### src/rtl/assert_macros.svh
// Assertion macros shared by the timer block.
// Depends on nothing; the including module provides clk and rst_n.
`ifndef ASSERT_MACROS_SVH
`define ASSERT_MACROS_SVH

// Clocked assertion that is disabled while reset is asserted.
`define ASSERT_CLK(label, prop, msg) \
    label: assert property (@(posedge clk) disable iff (!rst_n) prop) else $error(msg);

// Clocked assertion that also holds during reset.
`define ASSERT_ALWAYS(label, prop, msg) \
    label: assert property (@(posedge clk) prop) else $error(msg);

`endif

### src/rtl/lat_pkg.sv
// Shared types and constants for the local interrupt controller timer.
// Depends on nothing.
`default_nettype none

package lat_pkg;

    localparam int COUNT_WIDTH = 32;

    localparam logic [1:0] CMD_TICK  = 2'd0;
    localparam logic [1:0] CMD_READ  = 2'd1;
    localparam logic [1:0] CMD_WRITE = 2'd2;

    localparam logic [5:0] IDX_ID   = 6'h02;
    localparam logic [5:0] IDX_TPR  = 6'h08;
    localparam logic [5:0] IDX_SPUR = 6'h0F;
    localparam logic [5:0] IDX_LVT  = 6'h32;
    localparam logic [5:0] IDX_INIT = 6'h38;
    localparam logic [5:0] IDX_CURR = 6'h39;
    localparam logic [5:0] IDX_DIV  = 6'h3E;

    localparam logic [1:0] MODE_PERIODIC = 2'd1;
    localparam logic [2:0] SEL_DIV_ONE   = 3'd7;

    typedef struct packed {
        logic [1:0]  cmd;
        logic [5:0]  reg_index;
        logic [31:0] write_data;
    } item_t;

    typedef struct packed {
        logic [31:0] read_data;
        logic        irq_fire;
        logic [7:0]  irq_vector;
    } result_t;

endpackage

`default_nettype wire

### src/rtl/local_apic_timer_registers.sv
// Top level of the local interrupt controller timer: handshakes, word and result registers.
// Depends on lat_pkg, lat_core and assert_macros.svh.
//
//  Channel   Direction  Handshake              Payload
//  input     in         in_valid / in_stall    cmd, reg_index, write_data
//  output    out        out_valid / out_stall  read_data, irq_fire, irq_vector
//  config    in         APB psel/penable       paddr, pwdata, prdata
//
// An accepted word sits in the word register while the register and timer logic computes
// its result, which is loaded into the result register when the result side advances.
// One word is accepted every cycle while the result side does not stall.
// Reset empties both stages and resets unit id and timer state, not word or result data.
// A stalled result holds the word register, which then stalls the input.
`default_nettype none

module local_apic_timer_registers (
    input  wire logic        clk,
    input  wire logic        rst_n,
    input  wire logic        psel,
    input  wire logic        penable,
    input  wire logic        pwrite,
    input  wire logic [2:0]  paddr,
    input  wire logic [31:0] pwdata,
    output logic      [31:0] prdata,
    output logic             pready,
    input  wire logic        in_valid,
    output logic             in_stall,
    input  wire logic [1:0]  cmd,
    input  wire logic [5:0]  reg_index,
    input  wire logic [31:0] write_data,
    output logic             out_valid,
    input  wire logic        out_stall,
    output logic      [31:0] read_data,
    output logic             irq_fire,
    output logic      [7:0]  irq_vector
);

    `include "assert_macros.svh"

    logic [7:0]        unit_id_reg;
    logic              in_valid_reg;
    lat_pkg::item_t    item_reg;
    logic              out_valid_reg;
    lat_pkg::result_t  result_reg;
    lat_pkg::result_t  result_next;
    logic              advance;
    logic              accept;

    assign advance  = !out_valid_reg || !out_stall;
    assign in_stall = in_valid_reg && !advance;
    assign accept   = in_valid && !in_stall;

    assign pready = 1'b1;
    assign prdata = paddr[2] ? 32'd0 : {24'd0, unit_id_reg};

    always_ff @(posedge clk or negedge rst_n)
    begin
        if (!rst_n)
        begin
            unit_id_reg <= '0;
        end
        else if (psel && penable && pwrite && !paddr[2])
        begin
            unit_id_reg <= pwdata[7:0];
        end
    end

    lat_core u_core (
        .clk     (clk),
        .rst_n   (rst_n),
        .step_en (in_valid_reg && advance),
        .unit_id (unit_id_reg),
        .item    (item_reg),
        .result  (result_next)
    );

    always_ff @(posedge clk or negedge rst_n)
    begin
        if (!rst_n)
        begin
            in_valid_reg  <= 1'b0;
            out_valid_reg <= 1'b0;
        end
        else
        begin
            if (accept)
            begin
                in_valid_reg <= 1'b1;
            end
            else if (advance)
            begin
                in_valid_reg <= 1'b0;
            end
            if (advance)
            begin
                out_valid_reg <= in_valid_reg;
            end
        end
    end

    always_ff @(posedge clk)
    begin
        if (accept)
        begin
            item_reg <= '{cmd: cmd, reg_index: reg_index, write_data: write_data};
        end
        if (advance && in_valid_reg)
        begin
            result_reg <= result_next;
        end
    end

    assign out_valid  = out_valid_reg;
    assign read_data  = result_reg.read_data;
    assign irq_fire   = result_reg.irq_fire;
    assign irq_vector = result_reg.irq_vector;

    `ASSERT_CLK(a_fire_not_read, out_valid_reg && irq_fire |-> read_data == 32'd0,
        "interrupt on a read word")
    `ASSERT_ALWAYS(a_stall_needs_word, in_stall |-> in_valid_reg,
        "input stalled with an empty word register")
    `ASSERT_CLK(a_word_held, in_valid_reg && !advance |=> in_valid_reg && $stable(item_reg),
        "held word lost")

endmodule

`default_nettype wire

### src/rtl/lat_core.sv
// Register file and timer state: executes one bus word per enabled cycle.
// Depends on lat_pkg.
`default_nettype none

module lat_core (
    input  wire logic            clk,
    input  wire logic            rst_n,
    input  wire logic            step_en,
    input  wire logic [7:0]      unit_id,
    input  wire lat_pkg::item_t  item,
    output lat_pkg::result_t     result
);

    logic [8:0]                      spurious_reg, spurious_next;
    logic [7:0]                      tpr_reg, tpr_next;
    logic [7:0]                      vector_reg, vector_next;
    logic                            masked_reg, masked_next;
    logic [1:0]                      mode_reg, mode_next;
    logic [3:0]                      div_reg, div_next;
    logic [lat_pkg::COUNT_WIDTH-1:0] reload_reg, reload_next;
    logic [lat_pkg::COUNT_WIDTH-1:0] remain_reg, remain_next;
    logic [6:0]                      prescale_reg, prescale_next;

    logic [2:0]                      div_sel;
    logic [7:0]                      divisor;
    logic [7:0]                      prescale_inc;
    logic [lat_pkg::COUNT_WIDTH-1:0] remain_dec;

    assign div_sel      = {div_reg[3], div_reg[1:0]};
    assign divisor      = (div_sel == lat_pkg::SEL_DIV_ONE) ? 8'd1 : (8'd2 << div_sel);
    assign prescale_inc = {1'b0, prescale_reg} + 8'd1;
    assign remain_dec   = remain_reg - {{(lat_pkg::COUNT_WIDTH-1){1'b0}}, 1'b1};

    always_comb
    begin
        spurious_next = spurious_reg;
        tpr_next      = tpr_reg;
        vector_next   = vector_reg;
        masked_next   = masked_reg;
        mode_next     = mode_reg;
        div_next      = div_reg;
        reload_next   = reload_reg;
        remain_next   = remain_reg;
        prescale_next = prescale_reg;
        result        = '0;

        case (item.cmd)
            lat_pkg::CMD_READ:
            begin
                case (item.reg_index)
                    lat_pkg::IDX_ID:   result.read_data = {unit_id, 24'd0};
                    lat_pkg::IDX_TPR:  result.read_data = {24'd0, tpr_reg};
                    lat_pkg::IDX_SPUR: result.read_data = {23'd0, spurious_reg};
                    lat_pkg::IDX_LVT:
                        result.read_data = {13'd0, mode_reg, masked_reg, 8'd0, vector_reg};
                    lat_pkg::IDX_INIT: result.read_data = 32'(reload_reg);
                    lat_pkg::IDX_CURR: result.read_data = 32'(remain_reg);
                    lat_pkg::IDX_DIV:  result.read_data = {28'd0, div_reg};
                    default:           result.read_data = '0;
                endcase
            end
            lat_pkg::CMD_WRITE:
            begin
                case (item.reg_index)
                    lat_pkg::IDX_TPR:  tpr_next = item.write_data[7:0];
                    lat_pkg::IDX_SPUR: spurious_next = item.write_data[8:0];
                    lat_pkg::IDX_LVT:
                    begin
                        vector_next = item.write_data[7:0];
                        masked_next = item.write_data[16];
                        mode_next   = item.write_data[18:17];
                    end
                    lat_pkg::IDX_INIT:
                    begin
                        reload_next   = item.write_data[lat_pkg::COUNT_WIDTH-1:0];
                        remain_next   = item.write_data[lat_pkg::COUNT_WIDTH-1:0];
                        prescale_next = '0;
                    end
                    lat_pkg::IDX_DIV:  div_next = {item.write_data[3], 1'b0,
                                                   item.write_data[1:0]};
                    default:           ;
                endcase
            end
            lat_pkg::CMD_TICK:
            begin
                if (remain_reg != '0)
                begin
                    if (prescale_inc >= divisor)
                    begin
                        prescale_next = '0;
                        remain_next   = remain_dec;
                        if (remain_dec == '0)
                        begin
                            if (spurious_reg[8] && !masked_reg)
                            begin
                                result.irq_fire   = 1'b1;
                                result.irq_vector = vector_reg;
                            end
                            if (mode_reg == lat_pkg::MODE_PERIODIC)
                            begin
                                remain_next = reload_reg;
                            end
                        end
                    end
                    else
                    begin
                        prescale_next = prescale_inc[6:0];
                    end
                end
            end
            default: ;
        endcase
    end

    always_ff @(posedge clk or negedge rst_n)
    begin
        if (!rst_n)
        begin
            spurious_reg <= 9'h0FF;
            tpr_reg      <= '0;
            vector_reg   <= '0;
            masked_reg   <= 1'b1;
            mode_reg     <= '0;
            div_reg      <= '0;
            reload_reg   <= '0;
            remain_reg   <= '0;
            prescale_reg <= '0;
        end
        else if (step_en)
        begin
            spurious_reg <= spurious_next;
            tpr_reg      <= tpr_next;
            vector_reg   <= vector_next;
            masked_reg   <= masked_next;
            mode_reg     <= mode_next;
            div_reg      <= div_next;
            reload_reg   <= reload_next;
            remain_reg   <= remain_next;
            prescale_reg <= prescale_next;
        end
    end

endmodule

`default_nettype wire

### config.mk
export PLATFORM = sky130hd
export DESIGN_NAME = local_apic_timer_registers
export DESIGN_NICKNAME = d
export VERILOG_FILES = /design/src/rtl/lat_pkg.sv /design/src/rtl/local_apic_timer_registers.sv /design/src/rtl/lat_core.sv
export VERILOG_INCLUDE_DIRS = /design/src /design/src/rtl
export SDC_FILE = /design/constraint.sdc
export NUM_CORES = 1
export LEC_CHECK = 0
export ABC_CLOCK_PERIOD_IN_PS = 3700
export BUFFER_PORTS_ARGS = -buffer_cell sky130_fd_sc_hd__buf_2
export CAP_MARGIN = 20
export CORE_MARGIN = 2
export CORE_UTILIZATION = 59
export CTS_BUF_LIST = sky130_fd_sc_hd__clkbuf_8
export CTS_CLUSTER_SIZE = 10
export DETAILED_ROUTE_END_ITERATION = 12
export GPL_ROUTABILITY_DRIVEN = 0
export PLACE_DENSITY = 0.83
export SYNTH_ARGS = -nofsm -noshare
export SYNTH_HDL_FRONTEND = slang
export SYNTH_SLANG_ARGS = --single-unit
export TNS_END_PERCENT = 1
### constraint.sdc
create_clock -name clk -period 3.7 [get_ports clk]
set_input_delay 0.185 -clock clk [delete_from_list [all_inputs] [get_ports clk]]
set_output_delay 0.185 -clock clk [all_outputs]
set_load 0.01 [all_outputs]
Word level (Yosys, flattened, before mapping)

Cells that the tools add are included.

Word-level logic and storage cells: 80
Flip-flop bits (word level): 193

Mux-type cells: 16
Eq/ne operators: 14
Reductions and logical operators: 28
Magnitude comparators: 1
Add/sub/neg operators: 2
Shift operators: 1

Operators by type and width:

| operator                | count |
|---|---|
| $pmux W32 S7            | 1 |
| $mux W32                | 5 |
| $pmux W32 S2            | 1 |
| $logic_not A32 Y1       | 1 |
| $reduce_bool A32 Y1     | 1 |
| $sub A32 B1 Y32 const B | 1 |
| $eq A6 B6 Y1 const B    | 4 |
| $mux W7                 | 3 |
| $mux W8                 | 2 |
| $reduce_and A3 Y1       | 5 |
| $pmux W7 S2             | 1 |
| $eq A6 B4 Y1 const B    | 2 |
| $reduce_and A5 Y1       | 2 |
| $mux W9                 | 1 |
| $add A7 B1 Y8 const B   | 1 |
| $ge A8 B8 Y1            | 1 |
| $reduce_and A4 Y1       | 2 |
| $shl A2 B3 Y8 const A   | 1 |
| $logic_and A1 B1 Y1     | 7 |
| $eq A6 B2 Y1 const B    | 1 |
| $logic_not A1 Y1        | 6 |
| $ne A2 B1 Y1 const B    | 3 |
| $eq A2 B1 Y1 const B    | 2 |
| $reduce_bool A2 Y1      | 2 |
| other kinds (5)         | 6 |

Logic depth before layout (Yosys ltp)

Gate-level depths: netlist (run 1).

Word-level depth: 7
Gate-level depth with buffers: 14
Mapped depth without buffers: 13

Modules after synthesis

A second synthesis (run 1) with hierarchy kept.

Cells, all modules: 909
Area, all modules: 9,932.0 um^2

Modules (own cells, without submodules):

| module                     | area an instance (um^2) | cells each | times used | seq. area each (um^2) |
|---|---|---|---|---|
| lat_core                   | 6,834.1                 | 768        | 1          | 2,563.7 |
| local_apic_timer_registers | 3,098.0                 | 141        | 1          | 2,682.6 |

Worst setup path before layout (run 1)

OpenSTA, ideal clock, no wires.

Kind: reg2reg
Start point: register u_core.remain_reg[0] in the netlist's numbering
End point: register u_core.remain_reg[30] in the netlist's numbering
Library setup time: 0.064 ns
Cell stages (with the launch flop): 13
Arrival: 3.082 ns
Slack: 0.553 ns
Path through: dfrtp_1 > inv_1 > ha_1 > clkbuf_1 > nor4b_1 > nand3b_1 > nor2_1 > nor2b_1 > or4_4 > nor3_4 > and2b_4 > buf_6 > a21o_1

Word-level cells in the longest chain between the ends: 6
Elaborated cells between the ends (all ways): 10

Ends and longest elaborated chain:

| element                                              | RTL line                       | source |
|---|---|---|
| start, declared                                      | lat_core.sv:21                 | `logic [lat_pkg::COUNT_WIDTH-1:0] remain_reg, remain_next;` |
| start signal, assigned                               | lat_core.sv:138                | `remain_reg <= remain_next;` |
| $sub A32 B1 Y32                                      | lat_core.sv:32                 | `assign remain_dec = remain_reg - {{(lat_pkg::COUNT_WIDTH-1){1'b0}}, 1'b1};` |
| $logic_not A32 Y1 / $mux W32 (equally long branches) | lat_core.sv:92, lat_core.sv:99 |  |
| $mux W32                                             | lat_core.sv:92                 | `if (remain_dec == '0)` |
| $mux W32                                             | lat_core.sv:88                 | `if (prescale_inc >= divisor)` |
| $mux W32                                             | lat_core.sv:86                 | `if (remain_reg != '0)` |
| $pmux W32 S2                                         | lat_core.sv:47                 | `case (item.cmd)` |

Several ways; a longest one is shown, not always the timed one. The select of a mux whose other input is x is not followed.
A chain may end at the register's enable or synchronous reset.

Worst setup path in the final report (run 1)

Start point: register u_core.remain_reg[19] in the netlist's numbering
End point: register result_reg, in the netlist irq_vector[4] (data pin)

Word-level cells in the longest chain between the ends: 3
Elaborated cells between the ends (all ways): 4

Ends and longest elaborated chain:

| element                       | RTL line                          | source |
|---|---|---|
| $sub A32 B1 Y32               | lat_core.sv:32                    |  |
| $logic_not A32 Y1             | lat_core.sv:92                    |  |
| $reduce_and A5 Y1 (no line) * | -                                 |  |
| end signal, assigned          | local_apic_timer_registers.sv:109 | `result_reg <= result_next;` |
| end, declared                 | local_apic_timer_registers.sv:44  | `lat_pkg::result_t result_reg;` |

Mark *: on every way between the ends. The rest lies on a longest branch, timed or not.

==> run_results.csv, run 1 <==
group,metric,value,unit
status,status,"finished clean",
clocking,post_cts_buffers,0,
yosys,ys_top_cells_by_area,"dfrtp_1 (27%), edfxtp_1 (25%), nand2_1 (5.3%), mux2_2 (4.6%), mux2i_1 (3.6%)",
clocking,cts.sinks,193,
global_route,grt_pass1_wl,37900,µm
yosys,synthesis.area,9640,µm²
power_and_ir_drop,p_per_area,435,nW/µm²
floorplanning,die_w,132,µm
routing,routedWlPerCell,17.9,µm
finish,largest_register_ffs,40,
floorplanning,start_util,60.4,%
yosys,async_flop_share,58.0,%
yosys,synth_edf_count,81,
yosys,synth_top_area_share,26.7,%
sta,tightest_slew,1.03,ns
sta,finalHoldViolCount,0,
global_route,overflow,0,
global_route,grt_use_total,27.6,%
clocking,cts_buffers,17,
clocking,ctsHoldBuffers,51,
yosys,synth_ff_type,"dfrtp_1",
worst_setup_path,worstSetupPathType,"flop to flop",
finish,drive_above_1_share,21.5,%
power_and_ir_drop,p_leak,4.95,nW
sta,rsz0062_at_grt,"false",
sta,min_period_over_period,93.9,%
place,hpwl,15200,µm
yosys,syn_area_per_cell,10.5,µm²
floorplanning,coreArea,15900,µm²
global_route,antenna_found_initial,0,
routing,drt_iter0_drc,739,
yosys,seq_area_frac_synth,54.4,%
clocking,cts_root_buffer,"clkbuf_8",
yosys,synth.distinct_cells,65,
worst_setup_path,endpoint_kind,"flop",
routing,antenna_left,0,
yosys,synth_commonest_cells,"nand2_1 (135), dfrtp_1 (103), nor2_1 (89), edfxtp_1 (81), o21ai_0 (49)",
routing,drtPass1Iterations,6,
yosys,yosys_warnings,0,
clocking,clock_path_buffers,2,
clocking,path_clk_slew,0.09,ns
yosys,synthCells,918,
sta,setup_viol,0,
finish,fillCellCount,1139,
yosys,synth_seq_cells,193,
place,placed_cell_area,10400,µm²
worst_setup_path,crit_path_max_fanout,9,
sta,fmax,288,MHz
clocking,cts_tree,"built",
finish,multi_input_area,4060,µm²
floorplanning,pin_count,158,
place,io_buffer_count,106,
global_route,grt_pass1_vias,7515,
sta,period_minus_slack,3.47,ns
yosys,synth_most_common_cell,"nand2_1",
finish,antenna_cells,0,
routing,viasPerCell,5.88,
clocking,cts_resized,0,
finish,syn_to_final_growth,16.8,%
worst_setup_path,critPathLaunchType,"flop",
yosys,netlist.top_cell.by_area,"dfrtp_1",
sta,finalClockSkew,0.0166,ns
sta,slew_viol_final,0,
global_route,grt_max_degree,62,
routing,dr_total_vias,7659,
min_path,hp-class,"primary input to async pin",
floorplanning,die-area,17400,µm²
sta,relSlewSlack,31.5,%
worst_setup_path,worstPathRequired,4.06,ns
finish,regArea,5250,µm²
finish,final_util,70.6,%
job,max_cap_violations,0,
sta,tns,0,ns
finish,nets,1167,
power_and_ir_drop,worst_ir_drop_vdd,0.361,mV
clocking,htreeDepth,4,
routing,drc_errors,0,
floorplanning,rows,46,
routing,finalWirelength,23300,µm
worst_setup_path,cp.arrival,3.83,ns
finish,final_cell_area,11300,µm²
floorplanning,dieHeight,132,µm
clocking,clk_latency,0.48,ns
[metal layers]
layer	GRT usage, %	vias up	part of all wire [%]
met5	0	-	0
met4	11.6	0	2.5
met3	5.38	49	7.8
met2	44.2	377	48
met1	37.2	3679	42
li1	-	3554	-
[path summary, 6_finish.rpt]
check                                      start               endpoint  slack (ns)  cells after the start
setup / recovery           u_core.remain_reg[19]          irq_vector[4]        0.23                      8
hold / removal                             rst_n   u_core.vector_reg[2]        0.33                      2
setup reg to reg           u_core.remain_reg[19]          irq_vector[4]        0.23                      8
hold reg to reg                     item_reg[10]  u_core.reload_reg[10]        0.49                      2
max in group asynchronous                  rst_n  u_core.reload_reg[29]        2.46                      3
min in group clk                          pwrite         unit_id_reg[4]        0.36                      3
[cell usage in the layout (no fill, tap or decap), types with 4 or more instances in the layout]
master         instances
nand3_1               21
nand4_1                6
or2_2                  5
a21oi_1               35
dlygate4sd3_1         51
a22oi_1                7
clkinv_4               4
nor4_1                16
conb_1                25
mux2_2                39
and2_1                 9
a211oi_1               5
nand2b_1               9
nand2_1              135
ha_1                  12
clkbuf_8              20
nor3_1                16
xnor2_1               10
buf_2                105
or3_1                 11
o31ai_1                4
o21a_1                 5
nor2_1                88
or4_4                  4
inv_1                 10
edfxtp_1              81
nand3b_1               8
or4_1                  4
buf_4                 30
o21ai_0               49
nor2b_1               12
dfstp_2                9
a21o_1                24
dfrtp_1              103
a31oi_1                6
o211ai_1               4
mux2i_1               35
a221oi_1               8
xor2_1                 4
[logic make-up (layout without fill, tap and decap cells)]
| kind of cell | after synthesis | count (layout) | share of synthesized area (%) |
|---|---|---|---|
| and+or+nand+nor | 368 | 368 | 18.6 |
| xor gates and xnor gates | 14 | 14 | 1.27 |
| buffers and inverters | 84 | 229 | 4.44 |
| adders and majority gates | 12 | 12 | 1.56 |
| other | 2 | 25 | 0.0779 |
| AOI/OAI and AO/OA | 171 | 171 | 11.5 |
| muxes | 74 | 74 | 8.19 |
| DFF | 193 | 193 | 54.4 |
[power by group]
part | internal (mW) | leakage, nW | switching, mW
Clock | 0.518 | 0.182 | 0.742
Sequential | 2.46 | 2.23 | 0.246
Combinational | 0.430 | 2.54 | 0.503
Total | 3.40 | 4.95 | 1.49
[area by class of cell]
cell class | count | area share (%)
clock buffers | 20 | 2.45
clock inverters | 12 | 0.745
inverters | 10 | 0.334
multi-input cells | 664 | 36.1
flip-flops and latches | 193 | 46.6
well taps | 216 | 2.40
repair buffers | 187 | 11.4
[critical path, cell delays in order, from the launching register on]
cell	delay (ns)
dfrtp_1	0.45
or4_4	0.57
or4_4	0.47
nor4b_2	0.28
o2111ai_1	0.16
or4_4	0.47
nor3b_1	0.31
and4b_1	0.46
and2_1	0.18
[through the flow]
stage | total power [mW] | cells | setup slack (ns) | hold slack [ns]
2_1_floorplan | 3.29 | 941 | 0.553 | -0.111
4_1_cts | 4.89 | 1302 | 0.264 | 0.333
3_5_place_dp | 3.61 | 1219 | 0.286 | 0.313
5_1_grt | 5.12 | 1302 | 0.0485 | 0.381
6_report | 4.90 | 1302 | 0.226 | 0.328
3_3_place_gp | 3.58 | 1219 | 0.311 | 0.304
(Power assumes the default switching activity.)
==> inputs of run 2 (changes only) <==
MAX_ROUTING_LAYER = met4   (was not set)
==> run_results.csv, run 2 (same netlist as run 1, synthesis figures left out) <==
group,metric,value,unit
status,status,"finished clean",
worst_setup_path,path_delay_family,"simple AND/OR/NAND/NOR gates",
worst_setup_path,crit_top_cell,"or4_4",
clocking,clock_path_buffers,2,
finish,fillCellCount,1139,
worst_setup_path,crit_path_max_fanout,9,
place,io_buffer_count,106,
power_and_ir_drop,p_per_area,435,nW/µm²
routing,antenna_left,0,
routing,drtPass1Iterations,5,
finish,final_cell_mix,"nand2_1 (135), buf_2 (105), dfrtp_1 (103)",
sta,whs,0.320,ns
power_and_ir_drop,share_comb_of_total_power,19.1,%
job,max_cap_violations,0,
sta,layout_setup_ws,0.202,ns
worst_setup_path,critPathLaunchType,"flop",
global_route,grt_pass1_vias,7520,
worst_setup_path,cp_cell_sequence,"or4_4 -> or4_4 -> nor4b_2 -> o2111ai_1 -> or4_4 -> nor3b_1 -> and4b_1 -> and2_1",
place,pre_cts_slack,0.286,ns
clocking,cts.sinks,193,
finish,syn_to_final_growth,16.8,%
place,hpwl,15200,µm
routing,drc_errors,0,
clocking,cts_resized,0,
floorplanning,dieHeight,132,µm
sta,finalClockSkew,0.0120,ns
worst_setup_path,worstSetupPathType,"flop to flop",
worst_setup_path,max_stage_delay,0.57,ns
sta,period_minus_slack,3.50,ns
worst_setup_path,endpoint_kind,"flop",
power_and_ir_drop,switching_power,1.49,mW
routing,finalWirelength,23200,µm
routing,dr_total_vias,7633,
sta,min_period_over_period,94.6,%
worst_setup_path,cp-startpoint,"u_core.remain_reg[19]",
finish,drive_above_1_share,21.5,%
finish,layout_commonest_cell,"nand2_1",
clocking,post_cts_buffers,0,
global_route,grt_use_total,28.4,%
sta,slew_viol_final,0,
worst_setup_path,crit_buf_inv,0,
clocking,ctsHoldBuffers,51,
routing,drt_iter0_drc,715,
floorplanning,pin_count,158,
floorplanning,coreArea,15900,µm²
power_and_ir_drop,p_leak,4.95,nW
global_route,grt_pass1_wl,37900,µm
routing,routedWlPerCell,17.8,µm
clocking,htreeDepth,4,
finish,largest_register_ffs,40,
power_and_ir_drop,worst_ir_drop_vdd,0.361,mV
finish,nets,1167,
clocking,cts_buffers,17,
power_and_ir_drop,pwr-share-clk,25.7,%
power_and_ir_drop,switching_share,30.4,%
finish,final_util,70.6,%
floorplanning,die_w,132,µm
worst_setup_path,worstPathRequired,4.06,ns
global_route,grt_max_degree,62,
power_and_ir_drop,p_total,4.89,mW
clocking,cts_tree,"built",
min_path,hp-class,"primary input to async pin",
sta,rsz0062_at_grt,"false",
sta,tns,0,ns
sta,setup_viol,0,
clocking,clk_latency,0.48,ns
power_and_ir_drop,seqPwrFrac,55.2,%
global_route,overflow,0,
floorplanning,die-area,17400,µm²
worst_setup_path,r2r_start,"u_core.remain_reg[19]",
finish,antenna_cells,0,
sta,relSlewSlack,32.4,%
sta,fmax,286,MHz
clocking,cts_root_buffer,"clkbuf_8",
worst_setup_path,cp.arrival,3.86,ns
worst_setup_path,crit_slowest_cell,"or4_4",
sta,finalHoldViolCount,0,
sta,tightest_slew,1.01,ns
global_route,antenna_found_initial,0,
routing,viasPerCell,5.86,
floorplanning,start_util,60.4,%
floorplanning,rows,46,
power_and_ir_drop,p_int,3.40,mW
clocking,path_clk_slew,0.09,ns
[run 2: cell counts in the layout (fill, tap and decap cells not counted)]
No cell type changed its count.
[run 2: worst register-to-register path, cell delays in order (launching register included)]
cell	delay (ns)
dfrtp_1	0.45
or4_4	0.57
or4_4	0.47
nor4b_2	0.28
o2111ai_1	0.16
or4_4	0.47
nor3b_1	0.31
and4b_1	0.48
and2_1	0.19
[run 2: metrics by stage]
step / instance area, µm² / std cells
3_5_place_dp: 10400 / 1219
5_1_grt: 11300 / 1302
2_1_floorplan: 9720 / 941
6_report: 11300 / 1302
3_3_place_gp: 10400 / 1219
4_1_cts: 11300 / 1302
[run 2: per-layer routing]
metal	routed length [µm]	global-route usage, %
met2	11100	44.4
met4	547	10.9
met1	9640	37.3
met5	0	-
met3	1900	5.46
[run 2: power groups by stage]
stage               Clock (mW)  Sequential, mW  Combinational, mW
floorplan                    0            2.66              0.629
global placement             0            2.72              0.853
detailed placement           0            2.73              0.878
CTS                       1.28            2.69              0.923
global route              1.35            2.73               1.04
finish                    1.26            2.70              0.934
[run 2: layout make-up]
type	count	area [µm²]	area share, %
Inverter	10	37.5	0.334
Sequential cell	193	5250	46.6
Clock inverter	12	83.8	0.745
Multi-Input combinational cell	664	4060	36.1
Tap cell	216	270	2.40
Timing Repair Buffer	187	1280	11.4
Clock buffer	20	275	2.45
[run 2: final timing paths]
| check | cells after the start | slack, ns | endpoint |
|---|---|---|---|
| setup / recovery | 8 | 0.20 | irq_vector[4] |
| hold / removal | 2 | 0.32 | u_core.vector_reg[2] |
| setup reg to reg | 8 | 0.20 | irq_vector[4] |
| hold reg to reg | 2 | 0.49 | u_core.reload_reg[10] |
| max in group asynchronous | 3 | 2.48 | u_core.reload_reg[29] |
| min in group clk | 3 | 0.35 | unit_id_reg[4] |
==> inputs of run 3 (changes only) <==
CELL_PAD_IN_SITES_DETAIL_PLACEMENT = 1   (was not set)
CELL_PAD_IN_SITES_GLOBAL_PLACEMENT = 2   (was not set)
CORE_UTILIZATION = 38   (was 59)
PLACE_DENSITY = not set   (was 0.83)
PLACE_DENSITY_LB_ADDON = 0.1   (was not set)
==> run_results.csv, run 3 (same netlist as run 1, synthesis figures left out) <==
group,metric,value,unit
worst_setup_path,crit_path_max_fanout,5,
place,pre_cts_slack,0.363,ns
worst_setup_path,cp_cell_sequence,"or4_1 -> or3_1 -> o21ai_0 -> nand3b_1 -> or4_4 -> buf_4 -> nor3_4 -> buf_4 -> buf_12 -> a211oi_1 -> o21ai_0",
job,max_cap_violations,0,
finish,syn_to_final_growth,22.4,%
routing,dr_total_vias,7578,
place,hpwl,19200,µm
worst_setup_path,crit_slowest_cell,"or4_1",
routing,drt_iter0_drc,431,
floorplanning,pin_count,158,
global_route,grt_pass1_wl,44400,µm
clocking,htreeDepth,4,
place,io_buffer_count,106,
worst_setup_path,critPathLaunchType,"flop",
power_and_ir_drop,p_leak,5.16,nW
status,status,"finished clean",
sta,whs,0.344,ns
power_and_ir_drop,worst_ir_drop_vdd,0.183,mV
sta,fmax,299,MHz
clocking,clock_path_buffers,2,
clocking,cts_tree,"built",
routing,finalWirelength,28200,µm
floorplanning,dieHeight,163,µm
clocking,path_clk_slew,0.11,ns
routing,viasPerCell,5.24,
floorplanning,die_w,163,µm
clocking,cts_buffers,17,
finish,largest_register_ffs,40,
finish,layout_commonest_cell,"nand2_1",
sta,relSlewSlack,36.4,%
worst_setup_path,reg2reg_to,"u_core.remain_reg[10]",
sta,tightest_slew,0.950,ns
global_route,antenna_found_initial,0,
sta,tns,0,ns
floorplanning,die-area,26600,µm²
floorplanning,rows,58,
floorplanning,start_util,38.5,%
sta,setup_viol,0,
routing,antenna_left,0,
sta,layout_setup_ws,0.358,ns
floorplanning,coreArea,25000,µm²
routing,routedWlPerCell,19.5,µm
clocking,clk_latency,0.48,ns
min_path,hp-class,"primary input to async pin",
sta,slew_viol_final,0,
worst_setup_path,cp.arrival,3.73,ns
worst_setup_path,r2r_setup_slack,0.36,ns
sta,rsz0062_at_grt,"false",
clocking,cts.sinks,193,
global_route,grt_pass1_vias,7895,
sta,min_period_over_period,90.3,%
finish,antenna_cells,0,
sta,finalClockSkew,0.0187,ns
sta,period_minus_slack,3.34,ns
worst_setup_path,endpoint_kind,"flop",
global_route,grt_use_total,22.5,%
finish,final_cell_mix,"nand2_1 (135), buf_2 (105), dfrtp_1 (103)",
routing,drtPass1Iterations,5,
clocking,cts_root_buffer,"clkbuf_8",
global_route,grt_max_degree,58,
worst_setup_path,crit_end,"u_core.remain_reg[10]",
finish,nets,1198,
worst_setup_path,r2r_start,"u_core.remain_reg[14]",
worst_setup_path,cp-startpoint,"u_core.remain_reg[14]",
power_and_ir_drop,p_per_area,447,nW/µm²
finish,drive_above_1_share,23.9,%
worst_setup_path,max_stage_delay,0.65,ns
global_route,overflow,0,
worst_setup_path,worstSetupPathType,"flop to flop",
worst_setup_path,worstPathRequired,4.09,ns
sta,finalHoldViolCount,0,
routing,drc_errors,0,
worst_setup_path,r2r_cells,11,
run 3: cell types whose count changed in the layout (fill, tap and decap cells not counted), moves of 2 or more:
cell | before | now
buf_4 | 30 | 54
buf_12 | 1 | 7
clkinv_8 | 0 | 4
inv_8 | 0 | 4
clkbuf_8 | 20 | 17
clkinv_4 | 4 | 1
bufinv_16 | 0 | 2
clkinv_1 | 2 | 0
run 3: layout make-up:
cell class / count / area [µm²]
fill: 2809 / 13200
sequential: 193 / 5250
clock buffer: 17 / 234
inverter: 10 / 37.5
multi-input combinational: 664 / 4060
clock inverter: 15 / 213
timing repair buffer: 218 / 1590
tap: 330 / 413
run 3: what timing repair did:
item / CTS / global route
setup endpoints to repair: 0 / 0
gates resized for setup: 0 / 0
buffers inserted: 0 / 0
hold buffers: 52 / 0
hold endpoints to repair: 106 / 0
run 3: critical path: cells and delay by family, from the launching register on:
family	cells	cell delay [ns]
AO/OA/AOI/OAI	3	0.46
buffers and inverters	3	0.46
flip-flops	1	0.43
AND/OR/NAND/NOR	5	1.93
run 3: worst min path at each step:
stage | start | endpoint | slack (ns) | cells past startpoint
floorplan | rst_n | in_valid_reg | -0.11 | 0
global placement | rst_n | u_core.prescale_reg[1] | 0.33 | 1
detailed placement | rst_n | u_core.prescale_reg[1] | 0.34 | 1
CTS | rst_n | u_core.prescale_reg[1] | 0.35 | 2
global route | rst_n | u_core.prescale_reg[0] | 0.37 | 2
finish | rst_n | u_core.prescale_reg[0] | 0.34 | 2
run 3: metrics by stage:
step	std cells	power (mW)	instance area [µm²]	util [%]
after floorplan	941	3.29	9720	-
after global placement	1362	3.72	10800	43.2
after detailed placement	1362	3.74	10800	43.2
after CTS	1446	5.33	11800	47.0
after global routing	1447	5.55	11800	47.1
final	1447	5.28	11800	47.1
run 3: layer usage:
layer	GRT usage [%]	vias up	wire [µm]
li1	-	3608	-
met2	36.2	162	13700
met5	-	-	0
met3	2.95	19	837
met1	30.6	3789	13400
met4	5.15	0	269
run 3: power by group:
part	total, mW	internal (mW)	switching, mW
Combinational	1.06	0.483	0.582
Clock	1.54	0.649	0.890
Sequential	2.67	2.45	0.217
Total	5.28	3.59	1.69
